## src/bbst_ram.sv

```systemverilog
// Generic simple dual-port RAM, one write port and one registered read port.
module bbst_ram #(
	parameter int WIDTH = 8,
	parameter int DEPTH = 16
) (
	input  logic                     clk,
	input  logic                     wr_en,
	input  logic [$clog2(DEPTH)-1:0] wr_addr,
	input  logic [WIDTH-1:0]         wr_data,
	input  logic [$clog2(DEPTH)-1:0] rd_addr,
	output logic [WIDTH-1:0]         rd_data
);

	logic [WIDTH-1:0] mem [DEPTH];

	// Write on enable, read every cycle into the output register
	always_ff @(posedge clk) begin
		if (wr_en) begin
			mem[wr_addr] <= wr_data;
		end
		rd_data <= mem[rd_addr];
	end

endmodule

```

## config.mk

```make
export PLATFORM = sky130hd
export DESIGN_NAME = bbst_ram
export DESIGN_NICKNAME = d
export VERILOG_FILES = /design/src/bbst_ram.sv
export SDC_FILE = /design/constraint.sdc
export NUM_CORES = 1
export LEC_CHECK = 0
export BUFFER_PORTS_ARGS = -buffer_cell sky130_fd_sc_hd__buf_2
export CORE_MARGIN = 4
export CORE_UTILIZATION = 50
export DETAILED_ROUTE_END_ITERATION = 12
export HOLD_SLACK_MARGIN = 0.06
export MAX_ROUTING_LAYER = met4
export PLACE_DENSITY = 0.67
export SYNTH_ARGS = -nofsm -noshare
export SYNTH_HDL_FRONTEND = slang
export SYNTH_SLANG_ARGS = --single-unit
```

## constraint.sdc

```tcl
create_clock -name clk -period 4.3 [get_ports clk]
set_input_delay 0.43 -clock clk [delete_from_list [all_inputs] [get_ports clk]]
set_output_delay 0.43 -clock clk [all_outputs]
set_load 0.02 [all_outputs]
```

# [Word-level counts from Yosys, hierarchy flattened]
# Memory sizes are Yosys's and may differ from the RTL's. A register that Yosys moved wholly into a read port is not among the register bits.
# Cells that the tools add are included.
[op_classes] n_mux=2
[ops] operator="$mux W1" n=2
[word_totals] register_bits=0 ramBits=128 out_inout_bits=8 n_memories=1
[mem_list] memory="mem" words=16 word_bits=8 read_ports=1 rd_clocked_by_memory_dff=1 wr=1 line_no="14" source="logic [WIDTH-1:0] mem [DEPTH];"

# [Depth between registers and ports, before layout]
# Gate-level depths: netlist of the first run.
[depth] depth_word=2 mapped_depth=5 mapped_depth_nobuf=3

# [Worst setup path before layout of the first run]
# OpenSTA, ideal clock, no wires.
[synth_path] path_kind="in2reg" start="input wr_addr[2]" end="memory mem[0][0], enable pin" setup_ps=383 arrival_ps=1540 t_required_ps=3917 setup_slack_ps=2377 stages=2 path_buffers=0 path_cell_list="or3b_2 -> nor3_1"
[synth_rtl] element="from (decl)" line_no="8" source="input logic [$clog2(DEPTH)-1:0] wr_addr,"
[synth_rtl] element="to (decl)" line_no="14"
# Straight into the memory's write port.

==> out/qor.yml, run 1 <==
crit_path_start_kind: "primary input"
max_stage_delay_ns: 0.79
crit_start: "rd_addr[0]"
finalHoldViolCount: 0
synthToLayoutAreaGrowth_pct: 16.8
numCtsBuffers: 17
hpwlAfterDp_um: 6130
cp_data_arrival_time_ns: 2.33
hold_buffers: 0
grt_max_degree: 33
layout.cells.non_filler: 410
post-route-drc-count: 0
setup_viol: 0
p_leak_nw: 2.02
post-route-period-util: 0.453
vias_per_cell: 5.85
worstMarginPinSlew_ns: 1.07
cts_resized: 0
final_cell_mix: "edfxtp_1 (128), buf_2 (25), mux4_2 (18)"
cp_max_fo: 32
ys_types: 19
rr_endpoint: "rd_data[5]"
peakVddDrop_v: 0.000250
drt_first_pass_iters: 4
min_path_cells: 1
cap_violations: 0
cp.required_ns: 4.69
finalNetCount: 282
hold_ws_ns: 0.295
reg2reg_depth: 3
ff2ff_setup_slack_ns: 2.90
fillers: 701
initial_core_util: 0.519
cts.sinks: 136
outcome: "completed"
final_common_cell: "edfxtp_1"
antenna_found_initial: 0
synth_area_um2: 5150
rows: 36
die_w_um: 109
wl_per_cell_um: 24.1
insertion_delay_ns: 0.51
criticalPathCategory: "primary input to register"
grt_overflow: 0
grt_pass1_vias: 2407
slowest_stage: "buf_2"
ys_warn_count: 0
ioPinCount: 26
grt_pass1_wl_um: 15000
path_cells: "buf_2, mux4_1, a22oi_1, nand2_1"
fp.dieArea_um2: 12000
cts_tree: "yes"
r2r-start: "mem[1][5]"
path_clk_slew_ns: 0.06
ys_seq_area_frac: 0.778
drtIter0Drc: 184
io_buffers: 25
drv_slew: 0
drive_gt1_frac: 0.289
powerDensity_nw_per_um2: 528
worstSetupEndpointType: "register"
synth_seq_cells: 136
cts_buffer_depth: 2
fin_total_pwr_mw: 3.18
postSynthCellCount: 229
drt_wl_total_um: 9890
syn-mean-instance-area_um2: 22.5
post_cts_buffers: 0
vias: 2397
root_buffer: "clkbuf_8"
gr-usage-all-layers: 0.190
dieHeight_um: 109
max_freq_ghz: 0.514
place.gp.congestion: 0.709
cts_max_level: 4
skew_ns: 0.00843
min_period_ns: 1.95
fin_setup_tns_ns: 0
final_cell_area_um2: 6010
seq_area_um2: 4000
post_dp_cell_area_um2: 5370
rsz0062_at_grt: "no"
numPlacedInstances: 378
crit_family: "buffers and inverters"
min_path_type: "primary input to register"
multiInputGateArea_um2: 1070
critPathBufInv: 1
diodes: 0
ant_nets: 0
holdPathEnd: "mem[11][4]"
slew_headroom: 0.288
core_area_um2: 9910
synth_nets: 247
min-delay-start: "wr_data[4]"
report_power, final:
group	internal (mW)	switching, mW
sequential	1.48	0.0110
combinational	0.0530	0.0860
clock	1.00	0.540
cells in the mapped netlist:
cell / instances / area, um^2
nor2b_1: 1 / 6.26
dfxtp_1: 8 / 160
buf_6: 3 / 33.8
buf_2: 3 / 15.0
and2b_1: 1 / 7.51
nand2b_1: 2 / 12.5
a22oi_1: 16 / 120
nand3_1: 1 / 5.00
nor3_1: 4 / 20.0
nand3b_1: 2 / 15.0
mux4_2: 18 / 405
mux4_1: 14 / 368
edfxtp_1: 128 / 3840
and2_1: 1 / 6.26
nor2_1: 13 / 48.8
nand2_1: 9 / 33.8
or3b_2: 1 / 8.76
buf_4: 1 / 7.51
clkdlybuf4s25_2: 3 / 30.0
state kept, by name (all words and copies together) (netlist names):
register  count
mem         128
rd_data       8
worst register-to-register path, cell delays in order (launching register included):
cell	delay (ns)
edfxtp_1	0.35
mux4_1	0.51
a22oi_1	0.33
nand2_1	0.09
final cells by class:
type	count	area share
multi-input cells	83	0.178
repair buffers	26	0.0221
flip-flops and latches	136	0.666
clock inverters	15	0.0374
clock buffers	17	0.0689
well taps	133	0.0277
worst max path at each step:
stage                 end  depth (start not counted)
2_1_floorplan   mem[0][0]                          2
3_3_place_gp    mem[0][3]                          3
3_5_place_dp    mem[0][4]                          3
4_1_cts         mem[0][2]                          3
5_1_grt        rd_data[0]                          4
6_report       rd_data[5]                          4
cell families after synthesis:
kind of cell,count (synthesis),synth area share
simple gates,35,0.0318
compound gates,16,0.0233
mux,32,0.150
flops,136,0.778
buf+inv,10,0.0168
metrics by stage:
stage           util  setup WS [ns]
2_1_floorplan      -           2.38
3_3_place_gp   0.542           1.73
3_5_place_dp   0.542           1.71
4_1_cts        0.606           2.26
5_1_grt        0.607           2.20
6_report       0.607           2.35
metal layers:
layer | track usage | wire length [um] | up-vias
li1 | - | - | 1046
met1 | 0.274 | 4320 | 1248
met2 | 0.272 | 4740 | 101
met3 | 0.0446 | 769 | 2
met4 | 0.0650 | 53 | 0
met5 | - | 0 | -
Power figures use the tool's default switching activity.
==> run 2, diff against run 1 <==
clock period = 2.05 ns   (was 4.3 ns; I/O delays follow)
==> out/qor.yml, run 2 (synthesis gave the netlist of run 1 again) <==
ant_nets: 0  # unchanged
min_period_ns: 1.47
timing.final.ws_setup_ns: 0.582  # -1.77 ns
die_w_um: 109  # unchanged
rsz0062_at_grt: "no"
cp_data_arrival_time_ns: 1.85  # -0.48 ns
wl_per_cell_um: 23.4  # -3.0%
max_stage_delay_ns: 0.51  # -0.28 ns
max_freq_ghz: 0.681
post-route-period-util: 0.716
hpwlAfterDp_um: 6280  # +2.4%
gr-usage-all-layers: 0.193  # +0.00232
post-route-drc-count: 0  # unchanged
ioPinCount: 26  # unchanged
top_regs: "mem x128, rd_data x8"
io_buffers: 25  # unchanged
final_common_cell: "edfxtp_1"
reg2reg_depth: 3  # unchanged
grt_pass1_wl_um: 15500  # +3.0%
endpoint: "rd_data[0]"
peakVddDrop_v: 0.000544  # +120%
hold_buffers: 0  # unchanged
numCtsBuffers: 17  # unchanged
min_path_cells: 1  # unchanged
worstMarginPinSlew_ns: 0.850  # -0.219 ns
largest_register_ffs: 128  # unchanged
top_register: "mem"
cts_tree: "yes"
rows: 36  # unchanged
ff2ff_setup_slack_ns: 0.58  # -2.32 ns
crit_start: "mem[1][0]"
preCtsSetupSlack_ns: 0.303  # -1.41 ns
hold_ws_ns: 0.0831  # -0.212 ns
drive_gt1_frac: 0.307  # +0.0186
vias_per_cell: 5.72  # -2.1%
slowest_stage: "mux4_1"
slew_headroom: 0.431  # +0.144
path_cells: "mux4_1, a22oi_1, nand2_1"
grt_pass1_vias: 2515  # +4.5%
worstSetupEndpointType: "register"
fin_total_pwr_mw: 6.34  # +100%
finalNetCount: 301  # +6.7%
criticalPathCategory: "register to register"
cts_resized: 0  # unchanged
drv_slew: 0  # unchanged
grt_max_degree: 33  # unchanged
cts.sinks: 136  # unchanged
final_cell_mix: "edfxtp_1 (128), buf_2 (25), mux4_2 (18), buf_4 (18)"
min_path_type: "primary input to register"
initial_core_util: 0.519  # unchanged
diodes: 0  # unchanged
core_area_um2: 9910  # unchanged
grt_overflow: 0  # unchanged
setup_viol: 0  # unchanged
insertion_delay_ns: 0.51  # about the same
cts_buffer_depth: 2  # unchanged
drtIter0Drc: 164  # -11%
rr_endpoint: "rd_data[0]"
r2r-start: "mem[1][0]"
cp.required_ns: 2.43  # -2.26 ns
vias: 2455  # +2.4%
root_buffer: "clkbuf_8"
fp.dieArea_um2: 12000  # unchanged
cap_violations: 0  # unchanged
crit_path_start_kind: "register"
synthToLayoutAreaGrowth_pct: 18.5
powerDensity_nw_per_um2: 1040  # +97%
path_clk_slew_ns: 0.06  # about the same
dieHeight_um: 109  # unchanged
place.gp.congestion: 0.752  # +6.1%
finalHoldViolCount: 0  # unchanged
skew_ns: 0.00622  # -0.00221 ns
p_leak_nw: 2.08  # +3.5%
antenna_found_initial: 0  # unchanged
drt_wl_total_um: 10000  # +1.5%
drt_first_pass_iters: 4  # unchanged
fin_setup_tns_ns: 0  # unchanged
post_cts_buffers: 0  # unchanged
outcome: "completed"
cp_max_fo: 1  # -97%
cts_max_level: 4  # unchanged
[run 2: cell types whose count changed in the layout (fill, tap and decap cells not counted), sizes merged]
cell	change
bufinv	-2
clkinv	+1
clkinvlp	+1
inv	-1
clkbuf	+1
buf	+19
[run 2: worst min-delay path by stage]
stage,to,startpoint,slack [ns]
after floorplan,mem[0][0],wr_data[0],0.30
after global placement,mem[4][1],wr_data[1],0.59
after detailed placement,mem[15][2],wr_data[2],0.61
after CTS,mem[4][2],wr_data[2],0.07
after global routing,mem[10][4],wr_data[4],0.08
final,mem[4][2],wr_data[2],0.08
[run 2: power breakdown]
part | total [mW] | internal [mW] | switching (mW) | leakage [nW]
registers | 3.13 | 3.11 | 0.0178 | 1.22
clock network | 2.90 | 1.84 | 1.07 | 0.275
logic | 0.307 | 0.125 | 0.181 | 0.586
[run 2: critical path, delay by kind of cell (launching register included)]
kind | cells | cell delay [ns]
simple gates | 1 | 0.10
mux | 1 | 0.51
compound gates | 1 | 0.35
flops | 1 | 0.38
[run 2: metal layers]
| layer | global-route usage | part of all wire | vias up |
|---|---|---|---|
| li1 | - | - | 1082 |
| met5 | - | 0 | - |
| met3 | 0.0493 | 0.052 | 4 |
| met2 | 0.277 | 0.49 | 72 |
| met1 | 0.274 | 0.46 | 1297 |
| met4 | 0.0614 | 0.0059 | 0 |
[run 2: final cells by class]
type,instances,area [um^2]
clock inverters,14,156
repair buffers,45,300
fillers,729,3810
well taps,133,166
clock buffers,18,418
multi-input cells,83,1060
flip-flops and latches,136,4000
[run 2: through the flow]
| step | instances | cell area (um^2) | utilization |
|---|---|---|---|
| 3_3_place_gp | 397 | 5530 | 0.558 |
| 4_1_cts | 429 | 6100 | 0.616 |
| 3_5_place_dp | 397 | 5530 | 0.558 |
| 2_1_floorplan | 229 | 5150 | - |
| 6_report | 429 | 6100 | 0.616 |
| 5_1_grt | 429 | 6100 | 0.616 |
